==> src/hse_pkg.sv <==
// Shared types and constants for the Hamming(31,26) stream encoder.
// No dependencies; every other file in src imports this package.
`default_nettype none

package hse_pkg;

	localparam int DATA_BITS   = 26;
	localparam int CODE_BITS   = 31;
	localparam int PAR_BITS    = 5;
	localparam int BYTE_BITS   = 8;
	localparam int QUEUE_DEPTH = 4;
	localparam int QPTR_W      = $clog2(QUEUE_DEPTH);
	localparam int QCNT_W      = $clog2(QUEUE_DEPTH + 1);

	// Input word: one raw data byte, bit 7 first
	typedef struct packed {
		logic [7:0] data_byte;
		logic       last_byte;
	} in_word_t;

	// Output word: one byte of the packed codeword stream
	typedef struct packed {
		logic [7:0] code_byte;
		logic       last_out;
	} out_word_t;

	// Queue entry: one 26-bit data block, flagged when it closes a message
	typedef struct packed {
		logic [DATA_BITS-1:0] block;
		logic                 last;
	} blk_entry_t;

endpackage

`default_nettype wire

==> src/hse_front.sv <==
// Front end: collects data bytes into 26-bit blocks and pads the final block.
// Depends on hse_pkg; feeds hse_queue.
`default_nettype none

module hse_front (
	input  wire logic               clk,
	input  wire logic               arst_n,
	input  wire logic               in_valid,
	output logic                    in_stall,
	input  wire hse_pkg::in_word_t  in_word,
	output logic                    push,
	output hse_pkg::blk_entry_t     push_entry,
	input  wire logic               q_full
);
	import hse_pkg::*;

	logic [DATA_BITS-2:0] acc_q;
	logic [4:0]           cnt_q;
	logic                 pend_q;
	blk_entry_t           pend_entry_q;

	logic                 accept;
	logic [DATA_BITS+6:0] t;
	logic [5:0]           n;
	logic                 full;
	logic [5:0]           rest;
	logic [2:0]           rest3;
	logic [DATA_BITS-1:0] blk_full;
	logic [DATA_BITS-2:0] rem;
	logic [4:0]           rem_n;
	logic [DATA_BITS-1:0] blk_part;
	logic [DATA_BITS+6:0] rest_mask;

	assign in_stall = pend_q || q_full;
	assign accept   = in_valid && !in_stall;

	// Append the byte and split off a full block when one is complete
	always_comb begin
		t         = {acc_q, in_word.data_byte};
		n         = {1'b0, cnt_q} + 6'd8;
		full      = (n >= 6'(DATA_BITS));
		rest      = n - 6'(DATA_BITS);
		rest3     = rest[2:0];
		rest_mask = (33'd1 << rest3) - 33'd1;
		blk_full  = DATA_BITS'(t >> rest3);
		if (full) begin
			rem   = (DATA_BITS-1)'(t & rest_mask);
			rem_n = {2'b00, rest3};
		end else begin
			rem   = t[DATA_BITS-2:0];
			rem_n = n[4:0];
		end
		// zero-pad the leftover bits into a last block
		blk_part = {1'b0, rem} << (5'(DATA_BITS) - rem_n);
	end

	// Queue push: a held second block goes first, else the current word's block
	always_comb begin
		push       = 1'b0;
		push_entry = '{block: blk_full, last: 1'b0};
		if (pend_q) begin
			push       = !q_full;
			push_entry = pend_entry_q;
		end else if (accept) begin
			if (full) begin
				push       = 1'b1;
				push_entry = '{block: blk_full,
					last: in_word.last_byte && (rem_n == 5'd0)};
			end else if (in_word.last_byte) begin
				push       = 1'b1;
				push_entry = '{block: blk_part, last: 1'b1};
			end
		end
	end

	// Accumulator and held block
	always_ff @(posedge clk or negedge arst_n) begin
		if (!arst_n) begin
			acc_q  <= '0;
			cnt_q  <= '0;
			pend_q <= 1'b0;
		end else begin
			if (pend_q && !q_full) begin
				pend_q <= 1'b0;
			end
			if (accept) begin
				if (in_word.last_byte) begin
					acc_q  <= '0;
					cnt_q  <= '0;
					pend_q <= full && (rem_n != 5'd0);
				end else begin
					acc_q <= rem;
					cnt_q <= rem_n;
				end
			end
		end
	end

	// Second block of a final word, payload only
	always_ff @(posedge clk) begin
		if (accept) begin
			pend_entry_q <= '{block: blk_part, last: 1'b1};
		end
	end

endmodule

`default_nettype wire

==> src/hse_queue.sv <==
// Short block queue between front end and serializer.
// Depends on hse_pkg.
`default_nettype none

module hse_queue (
	input  wire logic                 clk,
	input  wire logic                 arst_n,
	input  wire logic                 push,
	input  wire hse_pkg::blk_entry_t  push_entry,
	input  wire logic                 pop,
	output hse_pkg::blk_entry_t       head,
	output logic                      empty,
	output logic                      full
);
	import hse_pkg::*;

	blk_entry_t        mem_q [QUEUE_DEPTH];
	logic [QPTR_W-1:0] wptr_q;
	logic [QPTR_W-1:0] rptr_q;
	logic [QCNT_W-1:0] cnt_q;

	assign empty = (cnt_q == '0);
	assign full  = (cnt_q == QCNT_W'(QUEUE_DEPTH));
	assign head  = mem_q[rptr_q];

	// Storage
	always_ff @(posedge clk) begin
		if (push) begin
			mem_q[wptr_q] <= push_entry;
		end
	end

	// Pointers and fill count
	always_ff @(posedge clk or negedge arst_n) begin
		if (!arst_n) begin
			wptr_q <= '0;
			rptr_q <= '0;
			cnt_q  <= '0;
		end else begin
			if (push) begin
				wptr_q <= wptr_q + 1'b1;
			end
			if (pop) begin
				rptr_q <= rptr_q + 1'b1;
			end
			if (push && !pop) begin
				cnt_q <= cnt_q + 1'b1;
			end else if (pop && !push) begin
				cnt_q <= cnt_q - 1'b1;
			end
		end
	end

endmodule

`default_nettype wire

==> src/hse_back.sv <==
// Back end: encodes queued blocks into 31-bit codewords and serializes bytes.
// Depends on hse_pkg; reads from hse_queue.
`default_nettype none

module hse_back (
	input  wire logic                 clk,
	input  wire logic                 arst_n,
	input  wire logic                 q_empty,
	input  wire hse_pkg::blk_entry_t  q_head,
	output logic                      pop,
	output logic                      out_valid,
	input  wire logic                 out_stall,
	output hse_pkg::out_word_t        out_word
);
	import hse_pkg::*;

	localparam int BUF_W = CODE_BITS + BYTE_BITS - 1;

	// Place data bits where p+1 is not a power of two, then set even parity bits.
	// Position p is bit CODE_BITS-1-p, so position 0 goes out first.
	function automatic logic [CODE_BITS-1:0] encode_cw(input logic [DATA_BITS-1:0] blk);
		logic [CODE_BITS-1:0] cw;
		logic [CODE_BITS-1:0] cov;
		int                   d;
		cw = '0;
		d  = 0;
		for (int p = 0; p < CODE_BITS; p++) begin
			if (((p + 1) & p) != 0) begin
				cw[CODE_BITS-1-p] = blk[DATA_BITS-1-d];
				d++;
			end
		end
		for (int k = 0; k < PAR_BITS; k++) begin
			cov = '0;
			for (int p = 0; p < CODE_BITS; p++) begin
				if ((((p + 1) >> k) & 1) != 0) begin
					cov[CODE_BITS-1-p] = 1'b1;
				end
			end
			cw[CODE_BITS-1-((1 << k) - 1)] = ^(cw & cov);
		end
		return cw;
	endfunction

	logic [BUF_W-1:0] buf_q;
	logic [5:0]       bcnt_q;
	logic             flush_q;
	logic             ov_q;
	out_word_t        ow_q;

	logic             slot_free;
	logic             can_emit;
	logic             emit;
	logic             whole;
	logic [2:0]       pad_sh;
	logic [7:0]       byte_val;
	logic             byte_last;

	assign out_valid = ov_q;
	assign out_word  = ow_q;

	// Emit a byte when one is whole, or the padded tail of a message
	always_comb begin
		slot_free = !ov_q || !out_stall;
		whole     = (bcnt_q >= 6'd8);
		can_emit  = whole || (flush_q && (bcnt_q != 6'd0));
		emit      = slot_free && can_emit;
		pop       = !whole && !flush_q && !q_empty;
		pad_sh    = 3'(4'd8 - {1'b0, bcnt_q[2:0]});
		if (whole) begin
			byte_val = 8'(buf_q >> (bcnt_q - 6'd8));
		end else begin
			byte_val = buf_q[7:0] << pad_sh;
		end
		byte_last = flush_q && (bcnt_q <= 6'd8);
	end

	// Bit buffer: valid bits are the low bcnt_q bits, oldest on top
	always_ff @(posedge clk or negedge arst_n) begin
		if (!arst_n) begin
			bcnt_q  <= '0;
			flush_q <= 1'b0;
			ov_q    <= 1'b0;
		end else begin
			if (pop) begin
				bcnt_q  <= bcnt_q + 6'(CODE_BITS);
				flush_q <= q_head.last;
			end else if (emit) begin
				bcnt_q <= whole ? (bcnt_q - 6'd8) : 6'd0;
				if (byte_last) begin
					flush_q <= 1'b0;
				end
			end
			if (emit) begin
				ov_q <= 1'b1;
			end else if (!out_stall) begin
				ov_q <= 1'b0;
			end
		end
	end

	// Payload registers
	always_ff @(posedge clk) begin
		if (pop) begin
			buf_q <= {buf_q[BYTE_BITS-2:0], encode_cw(q_head.block)};
		end
		if (emit) begin
			ow_q <= '{code_byte: byte_val, last_out: byte_last};
		end
	end

endmodule

`default_nettype wire

==> src/hamming_31_26_stream_encoder_top.sv <==
// Streaming Hamming(31,26) encoder. A byte word on the ingress side is taken
// whenever ingress_stall is low; ingress_stall rises only while the four-entry
// block queue is full or while a padded partial block waits to be pushed after
// a final byte that closes a full block and also leaves that partial block
// behind. Each 26 data bits (MSB first) become one 31-bit codeword with
// even parity at positions 0, 1, 3, 7 and 15, sent position 0 first as a
// continuous bit stream packed into bytes. The serializer loads a codeword
// only while fewer than eight stream bits are buffered and sends no byte
// while it loads; a final byte adds one padded codeword when data bits remain
// and a padded tail byte when stream bits remain. The final output byte of a
// message carries last_out.
// Depends on hse_pkg, hse_front, hse_queue and hse_back.
`default_nettype none

module hamming_31_26_stream_encoder_top (
	input  wire logic               clk,
	input  wire logic               arst_n,
	input  wire logic               ingress_valid,
	output logic                    ingress_stall,
	input  wire hse_pkg::in_word_t  ingress_word,
	output logic                    egress_valid,
	input  wire logic               egress_stall,
	output hse_pkg::out_word_t      egress_word
);
	import hse_pkg::*;

	logic       push;
	blk_entry_t push_entry;
	logic       pop;
	blk_entry_t q_head;
	logic       q_empty;
	logic       q_full;

	// Byte collection and block padding
	hse_front u_front (
		.clk        (clk),
		.arst_n     (arst_n),
		.in_valid   (ingress_valid),
		.in_stall   (ingress_stall),
		.in_word    (ingress_word),
		.push       (push),
		.push_entry (push_entry),
		.q_full     (q_full)
	);

	// Decoupling queue
	hse_queue u_queue (
		.clk        (clk),
		.arst_n     (arst_n),
		.push       (push),
		.push_entry (push_entry),
		.pop        (pop),
		.head       (q_head),
		.empty      (q_empty),
		.full       (q_full)
	);

	// Encoding and byte serialization
	hse_back u_back (
		.clk       (clk),
		.arst_n    (arst_n),
		.q_empty   (q_empty),
		.q_head    (q_head),
		.pop       (pop),
		.out_valid (egress_valid),
		.out_stall (egress_stall),
		.out_word  (egress_word)
	);

endmodule

`default_nettype wire
==> config.mk <==
export PLATFORM = sky130hd
export DESIGN_NAME = hamming_31_26_stream_encoder_top
export DESIGN_NICKNAME = d
export VERILOG_FILES = /design/src/hse_pkg.sv /design/src/hse_front.sv /design/src/hse_queue.sv /design/src/hse_back.sv /design/src/hamming_31_26_stream_encoder_top.sv
export SDC_FILE = /design/constraint.sdc
export NUM_CORES = 1
export LEC_CHECK = 0
export BUFFER_PORTS_ARGS = -buffer_cell sky130_fd_sc_hd__buf_2
export CAP_MARGIN = 20
export CORE_UTILIZATION = 45
export DETAILED_ROUTE_END_ITERATION = 8
export HOLD_SLACK_MARGIN = 0.05
export MAX_ROUTING_LAYER = met4
export SLEW_MARGIN = 20
export SYNTH_ARGS = -nofsm -noshare
export SYNTH_HDL_FRONTEND = slang
export SYNTH_SLANG_ARGS = --single-unit
==> constraint.sdc <==
create_clock -name clk -period 3.33 [get_ports clk]
set_input_delay 0.666 -clock clk [delete_from_list [all_inputs] [get_ports clk]]
set_output_delay 0.666 -clock clk [all_outputs]
set_load 0.03 [all_outputs]
Yosys cells after proc, flatten, opt, wreduce, memory -nomap -nowiden --
Memories as Yosys holds them, arrays and structs flattened. Index checks and enable logic that the tools add are counted.
Cells by class: add/subtract/negate cells 60, multiply operators 0, divide/modulo/power cells 0, magnitude comparators 28, equality and inequality tests 2, shift-type cells 5, muxes and demuxes 155, bitwise logic cells 6, reductions and logical operators 36
Operators with widths (number):
- $lt 32x7->1 const B | 25
- $mux 32 | 25
- $sub 6x32->32 const A | 25
- $add 32x2->32 const B | 24
- $reduce_xor 31->1 | 5
- $bmux 1 s5 | 25
- $mux 27 | 4
- $mux 1 | 91
- $mux 25 | 2
- $shr 38x6->8 | 1
- $shr 33x3->26 | 1
- $and 29x31->31 | 1
- $and 31x16->31 | 1
- $and 31x24->31 | 1
- $and 31x28->31 | 1
- $and 31x30->31 | 1
- $shl 25x5->26 | 1
- $and 25x25->25 | 1
- $shl 1x3->25 const A | 1
- $sub 25x1->25 const B | 1
- $mux 6 | 3
- $logic_and 1x1->1 | 11
- $mux 5 | 2
- $logic_not 1->1 | 9
- 24 further kinds | 30
Storage, ports and cells: register bits after elaboration 119, latch bits 0, memory bits (writable) 108, ROM bits 0, input port bits 13, output and inout port bits 11, word-level logic and storage cells 306, memories 1
Memories:
- u_queue.mem_q | words 4, width 27, read ports 1, clocked after Yosys merged registers in 0, wr ports 1, RTL line hse_queue.sv:17 | blk_entry_t mem_q [QUEUE_DEPTH];

Longest topological paths before layout --
Gate-level depths: netlist (run 1).
depth after elaboration 68, mapped depth 13, depth with buffers taken out 11

Cells and area by module --
Synthesis (run 1) repeated with hierarchy kept, for this count alone.
Unflattened totals: cells, all modules 1062, area, all modules 13327.8 sq um
Modules (own cells, without submodules):
- hse_front | instances 1, cells each 522, area each 4640.7 sq um, sequential area each 1506.4 sq um
- hse_back | instances 1, cells each 365, area each 4388.0 sq um, sequential area each 1611.5 sq um
- hse_queue | instances 1, cells each 175, area each 4299.1 sq um, sequential area each 3418.3 sq um

Least setup slack after synthesis (run 1) --
No wires, ideal clock.
kind reg-to-reg, from reg u_front.cnt_q[1], to mem u_queue.mem_q[0][17] (netlist bit), data pin, arrival time 3308 ps, data required time 3058 ps, slack -250 ps, stages on the path, launching flop included 13, buffers on the path 2, clock period less this slack 3580 ps, path through dfrtp_1 -> buf_4 -> clkinv_1 -> clkbuf_1 -> ha_1 -> ha_1 -> nor2b_1 -> xor2_1 -> o21ai_1 -> o21ai_0 -> mux2_2 -> a311o_1 -> a221o_1
RTL lines:
- start, declared | RTL line hse_front.sv:18 | logic [4:0] cnt_q;
- start signal, assigned | RTL line hse_front.sv:93 | cnt_q <= rem_n;
- end, declared | RTL line hse_queue.sv:17

==> run_results.csv, run 1 <==
group,metric,value,unit
outcome,outcome,"finished clean",
floorplanning,floorplan.initialDensity,46.4,%
sta,hold_viol,0,
clock_network,cts-root-to-sink-buffers,3,
sta,finalSetupViolCount,0,
synthesis,synth_top_area_cell,"edfxtp_1",
clock_network,cts_inserted_buffers,27,
synthesis,synth_edf_count,181,
clock_network,clk_root_buffer_cell,"clkbuf_16",
floorplanning,boundaryPins,24,
synthesis,yosys_warnings,0,
sta,slew_viol_final,0,
worst_setup_path,worstPathRequired,3.56,ns
route,drt-vias-per-instance,6.02,
route,detail_route.wl_per_cell,22.7,um
cells_and_area,antenna_cells,0,
sta,totalNegativeSetupSlack,0,ns
worst_setup_path,crit_type,"reg2reg",
worst_setup_path,critical_path.endpoint_type,"flop",
min_path,timing.hold.worst.class,"in2async",
sta,period_needed,3.18,ns
cells_and_area,filler_cell_count,2364,
worst_setup_path,critical_path.max_fanout,29,
grt,global_route.overflow_total,0,
cells_and_area,final_cell_mix,"181 x edfxtp_1, 85 x nand2_1, 77 x nor2_1",
job,timing.max_cap.violations,0,
worst_setup_path,worst-endpoint-arrival,3.41,ns
floorplanning,vertical_extent_of_the_die,170,um
clock_network,cts_htree_levels,1,
clock_network,cts.hold.buffers_added,0,
route,drtPass1Iterations,5,
sta,rsz0062_at_grt,"no",
cells_and_area,syn_to_final_growth,13.6,%
route,routed_wirelength,33700,um
placement,placement.io_buffers,23,
grt,grt_first_pass_wirelength,52500,um
synthesis,synth_seq_cells,225,
grt,vias_in_the_first_global_route,8867,
route,postRouteAntennaNets,0,
floorplanning,coreArea,27300,um2
clock_network,cts_num_sinks,225,
sta,min_period_over_period,95.6,%
synthesis,yosysSeqAreaShare,51.7,%
sta,worstMarginPinSlew,0.902,ns
synthesis,synth_top_cells_by_area,"edfxtp_1 43%, mux4_2 8.9%, dfrtp_1 8.7%",
synthesis,synthesis.area,12600,um2
route,drc_errors,0,
cells_and_area,commonest_non_fill_non_tap_cell_in_the_layout,"edfxtp_1",
placement,dp_hpwl,24300,um
sta,max_freq,0.314,GHz
floorplanning,floorplan.rows,60,
clock_network,clk_pin_slew_worst_paths,0.06,ns
floorplanning,design.die.area,28800,um2
grt,grt_start_max_net_pins,48,
grt,grt_usage,24.7,%
cells_and_area,ff_latch_area,6540,um2
route,initial_drt_markers,606,
synthesis,yosys_most_used_dff,"edfxtp_1",
placement,gp_routability_congestion,0.972,
cells_and_area,fin_nets,1128,
worst_setup_path,startpoint_type,"flop",
grt,grt_antenna_before_repair,0,
synthesis,synth.lib_cells_used.distinct,73,
cells_and_area,drive_gt1_share,19.1,%
clock_network,tritoncts,"yes",
synthesis,netlist.area_leader.share,43.0,%
route,detailroute.via_count,8949,
synthesis,syn_area_per_cell,12.1,um2
cells_and_area,multi_input_area,5730,um2
synthesis,synth_cells,1043,
sta,worst_slew_margin_relative_to_its_limit,38.3,%
floorplanning,die_w,170,um
synthesis,async_reset_ff_share,19.6,%
clock_network,insertion_delay,0.55,ns
sta,maximum_clock_skew_at_final_layout,0.0264,ns
[cell families after synthesis]
family / share of synthesized area, %
AO/OA/AOI/OAI: 15.3
XOR/XNOR: 3.95
adder cells (fa/ha/maj): 2.06
buffers and inverters: 3.13
flip-flops: 51.7
multiplexers: 15.4
other: 0.0594
AND/OR/NAND/NOR: 8.39
[cells in the mapped netlist (all sizes together), types with 22 or more instances]
| master | number |
|---|---|
| buf | 33 |
| nor2 | 77 |
| xnor2 | 43 |
| mux4 | 50 |
| a211oi | 24 |
| nand2 | 85 |
| edfxtp | 181 |
| o21ai | 56 |
| dfrtp | 44 |
| clkbuf | 39 |
| inv | 23 |
| mux2 | 22 |
| a21oi | 50 |
| mux2i | 57 |
[sequential cells by signal, summed over array words and instances, names as in the netlist, 3 cells and up]
register	count
u_queue.mem_q	108
u_back.buf_q	38
u_front.pend_entry_q	26
u_front.acc_q	24
u_back.out_word	9
u_back.bcnt_q	6
u_front.cnt_q	4
u_queue.cnt_q	3
[per-layer routing]
layer	routed length, um	vias up	GRT usage (%)
met3	1910	82	3.78
met2	15900	313	38.8
met5	0	-	-
li1	-	4119	-
met4	1170	0	9.05
met1	14800	4435	32.3
[per-stage QoR]
step                      setup slack [ns]  cells  hold WS, ns  utilization [%]  instance area, um2
after floorplan                     0.0357   1047        0.370                -               12700
after global placement               0.289   1439        0.465             49.5               13500
after detailed placement             0.227   1439        0.473             49.5               13500
after CTS                            0.222   1487        0.340             52.7               14400
after global routing                0.0719   1487        0.177             52.7               14400
final                                0.145   1487        0.134             52.7               14400
[path summary, 6_finish.rpt]
check                                            endpoint  slack (ns)                           from  cells after the start
min reg2reg                 u_front.acc_q[22]$_DFFE_PN0P_        0.49  u_front.acc_q[22]$_DFFE_PN0P_                      2
max                        u_queue.mem_q[0][20]$_DFFE_PP_        0.15   u_front.cnt_q[1]$_DFFE_PN0P_                     11
max in group asynchronous   u_queue.rptr_q[0]$_DFFE_PN0P_        2.76                         arst_n                      1
min                          u_queue.cnt_q[0]$_DFFE_PN0P_        0.13                         arst_n                      1
max reg2reg                u_queue.mem_q[0][20]$_DFFE_PP_        0.15   u_front.cnt_q[1]$_DFFE_PN0P_                     11
min in group clk             u_back.out_valid$_DFFE_PN0P_        0.45                   egress_stall                      3
[final cells by class]
type	count	share of cell area, %
well taps	372	3.24
clock inverters	14	1.05
multi-input cells	725	39.9
repair buffers	92	4.69
flip-flops and latches	225	45.5
inverters	25	0.662
clock buffers	34	4.96
[worst max-delay path: stages, from the launching register on]
cell	delay (ns)
dfrtp_1	0.38
clkinv_2	0.06
buf_4	0.32
ha_1	0.30
o21bai_1	0.18
a21oi_1	0.12
o21a_1	0.27
a21oi_1	0.34
nor2_1	0.08
a211oi_1	0.47
buf_4	0.20
a31oi_1	0.15
[repair_timing]
item                       CTS  global route
hold endpoints to repair     0             0
buffers inserted             0             0
setup endpoints to repair    0             4
resized for setup            0             1
Power of run 1 is not shown: default switching activity piles up to over one toggle a cycle in this logic, so the estimate is an artifact.
==> inputs of run 2 (changes only) <==
--- a/config.mk
+++ b/config.mk
@@ -5,6 +5,7 @@
 export SDC_FILE = /design/constraint.sdc
 export NUM_CORES = 1
 export LEC_CHECK = 0
+export ABC_AREA = 1
 export BUFFER_PORTS_ARGS = -buffer_cell sky130_fd_sc_hd__buf_2
 export CAP_MARGIN = 20
 export CORE_UTILIZATION = 45
@@ -14,4 +15,5 @@
 export SLEW_MARGIN = 20
 export SYNTH_ARGS = -nofsm -noshare
 export SYNTH_HDL_FRONTEND = slang
+export SYNTH_HIERARCHICAL = 1
 export SYNTH_SLANG_ARGS = --single-unit
==> run_results.csv, run 2 <==
group,metric,value,unit
grt,grt_usage,23.8,%
clock_network,cts-root-to-sink-buffers,3,
route,routed_wirelength,34600,um
route,detailroute.via_count,10800,
synthesis,synth_top_area_cell,"edfxtp_1",
cells_and_area,fin_nets,1657,
worst_setup_path,crit_cells,15,
job,timing.max_cap.violations,0,
placement,gp_routability_congestion,0.930,
synthesis,async_reset_ff_share,19.6,%
worst_setup_path,cpLargestDelayFamily,"simple AND/OR/NAND/NOR gates",
sta,worstMarginPinSlew,0.723,ns
cells_and_area,syn_to_final_growth,9.44,%
sta,min_period_over_period,86.8,%
worst_setup_path,path_cells,"ha_1, nand2_1, inv_2, nand2_4, nand3_4, nand2_2, nand2_2, o21ai_1, nand2_1, nand3_1, nand2_1, nand2_1, inv_2, o21ai_1, nand2_1",
route,detail_route.wl_per_cell,17.1,um
worst_setup_path,cp_num_buf_inv,2,
clock_network,cts_htree_levels,1,
cells_and_area,top_registers,"u_queue/mem_q: 108 flops, u_back/buf_q: 38 flops, u_front/pend_entry_q: 26 flops",
grt,met2_resource_use_gr,41.4,%
synthesis,syn_area_per_cell,8.25,um2
cells_and_area,drive_gt1_share,8.39,%
route,postRouteAntennaNets,0,
sta,fin_worst_hold_slack,0.171,ns
clock_network,cts_num_sinks,225,
cells_and_area,commonest_non_fill_non_tap_cell_in_the_layout,"nand2_1",
floorplanning,floorplan.rows,62,
worst_setup_path,rr_startpoint,"u_front/cnt_q[3]$_DFFE_PN0P_",
sta,worst_slew_margin_relative_to_its_limit,51.8,%
synthesis,synth_fa_ha_area_share,1.74,%
clock_network,post-cts-setup-buffer-count,0,
cells_and_area,registers.top_by_ff_count,"u_queue/mem_q",
cells_and_area,largest_register_ffs,108,
worst_setup_path,path_common_cell,"nand2_1",
synthesis,synth.mux.area_fraction,0,%
synthesis,yosys_most_used_dff,"edfxtp_1",
sta,max_freq,0.346,GHz
floorplanning,die_w,174,um
grt,grt_antenna_before_repair,0,
worst_setup_path,critical_path.endpoint_type,"flop",
route,drt-vias-per-instance,5.33,
grt,global_route.overflow_total,0,
grt,vias_in_the_first_global_route,10500,
worst_setup_path,critical_path.max_fanout,27,
worst_setup_path,worst-endpoint-arrival,3.15,ns
synthesis,yosysSeqAreaShare,48.9,%
grt,grt_util_met1,28.8,%
sta,period_needed,2.89,ns
floorplanning,design.die.area,30400,um2
synthesis,dominant_combinational_cell_family_by_area_after_synthesis,"simple AND/OR/NAND/NOR gates",
synthesis,synth_seq_cells,225,
synthesis,post-synth-top-count-cell,"nand2_1",
sta,rsz0062_at_grt,"no",
worst_setup_path,reg2reg_to,"u_queue/mem_q[2][9]$_DFFE_PP_",
cells_and_area,antenna_cells,0,
route,drtPass1Iterations,5,
worst_setup_path,critPathLaunch,"u_front/cnt_q[3]$_DFFE_PN0P_",
synthesis,synthesis.area,13400,um2
grt,grt_start_max_net_pins,84,
grt,gr-max-usage-layer,"met2",
worst_setup_path,crit_type,"reg2reg",
clock_network,tritoncts,"yes",
grt,grt_first_pass_wirelength,55800,um
synthesis,synth_top_cells_by_count,"525 x nand2_1, 191 x nand3_1, 181 x edfxtp_1",
synthesis,synth_edf_count,181,
worst_setup_path,reg2reg_setup_slack,0.44,ns
sta,finalSetupViolCount,0,
cells_and_area,final_cell_mix,"525 x nand2_1, 191 x nand3_1, 181 x edfxtp_1",
synthesis,netlist.area_leader.share,40.7,%
route,drc_errors,0,
floorplanning,coreArea,28900,um2
placement,dp_hpwl,25000,um
synthesis,yosys_warnings,6,
clock_network,ctsResizeCount,0,
clock_network,insertion_delay,0.55,ns
sta,totalNegativeSetupSlack,0,ns
sta,maximum_clock_skew_at_final_layout,0.0135,ns
grt,met3_capacity_usage_during_global_routing,2.27,%
synthesis,synth.lib_cells_used.distinct,47,
floorplanning,floorplan.initialDensity,46.2,%
sta,hold_viol,0,
synthesis,synth-compound-area-share,11.0,%
route,initial_drt_markers,653,
worst_setup_path,timing.critical_path.slowest_cell_delay,0.40,ns
clock_network,cts.hold.buffers_added,0,
clock_network,cts_inserted_buffers,27,
worst_setup_path,cp_slowest_cell,"dfrtp_1",
worst_setup_path,r2r_cell_count,15,
worst_setup_path,startpoint_type,"flop",
worst_setup_path,worstPathRequired,3.59,ns
synthesis,synth_simple_gate_area_share,25.8,%
clock_network,clk_pin_slew_worst_paths,0.06,ns
outcome,outcome,"finished clean",
sta,slew_viol_final,0,
synthesis,post_synth_xor_area_fraction,3.73,%
synthesis,synth_top_cells_by_area,"edfxtp_1 41%, nand2_1 15%, dfrtp_1 8.2%",
placement,placement.io_buffers,23,
floorplanning,boundaryPins,24,
min_path,timing.hold.worst.class,"in2async",
floorplanning,vertical_extent_of_the_die,174,um
clock_network,clk_root_buffer_cell,"clkbuf_16",
synthesis,synth_cells,1619,
-- run 2: changes by cell type in the layout (fill, tap and decap cells not counted), sizes merged, moves of 18 or more --
cell / delta
buf: -35
mux4: -50
nor2b: -19
o21ai: +39
inv: +152
o211ai: +55
nand3: +182
nand2: +449
a211oi: -24
mux2i: -57
a22o: -18
mux2: -22
nor2: -20
-- run 2: kinds of logic after synthesis --
family	after synthesis
adders and majority gates	18
and+or+nand+nor	813
buffers and inverters	258
xor gates and xnor gates	56
DFF	225
other	2
AOI/OAI and AO/OA	247
-- run 2: worst max-delay path by stage --
stage | slack (ns) | end
global route | 0.16 | u_queue/mem_q[1][26]$_DFFE_PP_
CTS | 0.44 | u_queue/mem_q[0][24]$_DFFE_PP_
global placement | 0.48 | u_queue/mem_q[1][24]$_DFFE_PP_
finish | 0.44 | u_queue/mem_q[2][9]$_DFFE_PP_
detailed placement | 0.46 | u_queue/mem_q[1][9]$_DFFE_PP_
floorplan | 0.42 | u_queue/cnt_q[1]$_DFFE_PN0P_
-- run 2: routing by layer --
layer / part of all wire (%) / up-vias
met4: 3.5 / 0
met3: 3.5 / 70
met1: 43 / 5081
li1: - / 5416
met2: 50 / 254
met5: 0 / -
-- run 2: per-stage QoR --
step | cell area [um2] | setup slack, ns | cells | util (%)
floorplan | 13400 | 0.417 | 1621 | -
global placement | 13700 | 0.478 | 1981 | 47.5
detailed placement | 13700 | 0.460 | 1981 | 47.5
CTS | 14600 | 0.440 | 2029 | 50.5
global route | 14600 | 0.160 | 2029 | 50.5
finish | 14600 | 0.441 | 2029 | 50.5
-- run 2: layout make-up --
class	count	area (um2)
timing repair buffer	57	395
tap	384	480
multi-input combinational	1138	5670
inverter	177	669
clock inverter	11	151
fill	2799	14300
sequential	225	6540
clock buffer	37	723
-- run 2: worst register-to-register path: cells and delay by family (launching register included) --
kind | cells | cell delay (ns)
simple gates | 10 | 1.34
compound gates | 2 | 0.43
flops | 1 | 0.40
fa+ha+maj | 1 | 0.36
buf+inv | 2 | 0.08
Power of run 2 is left out for the same reason.
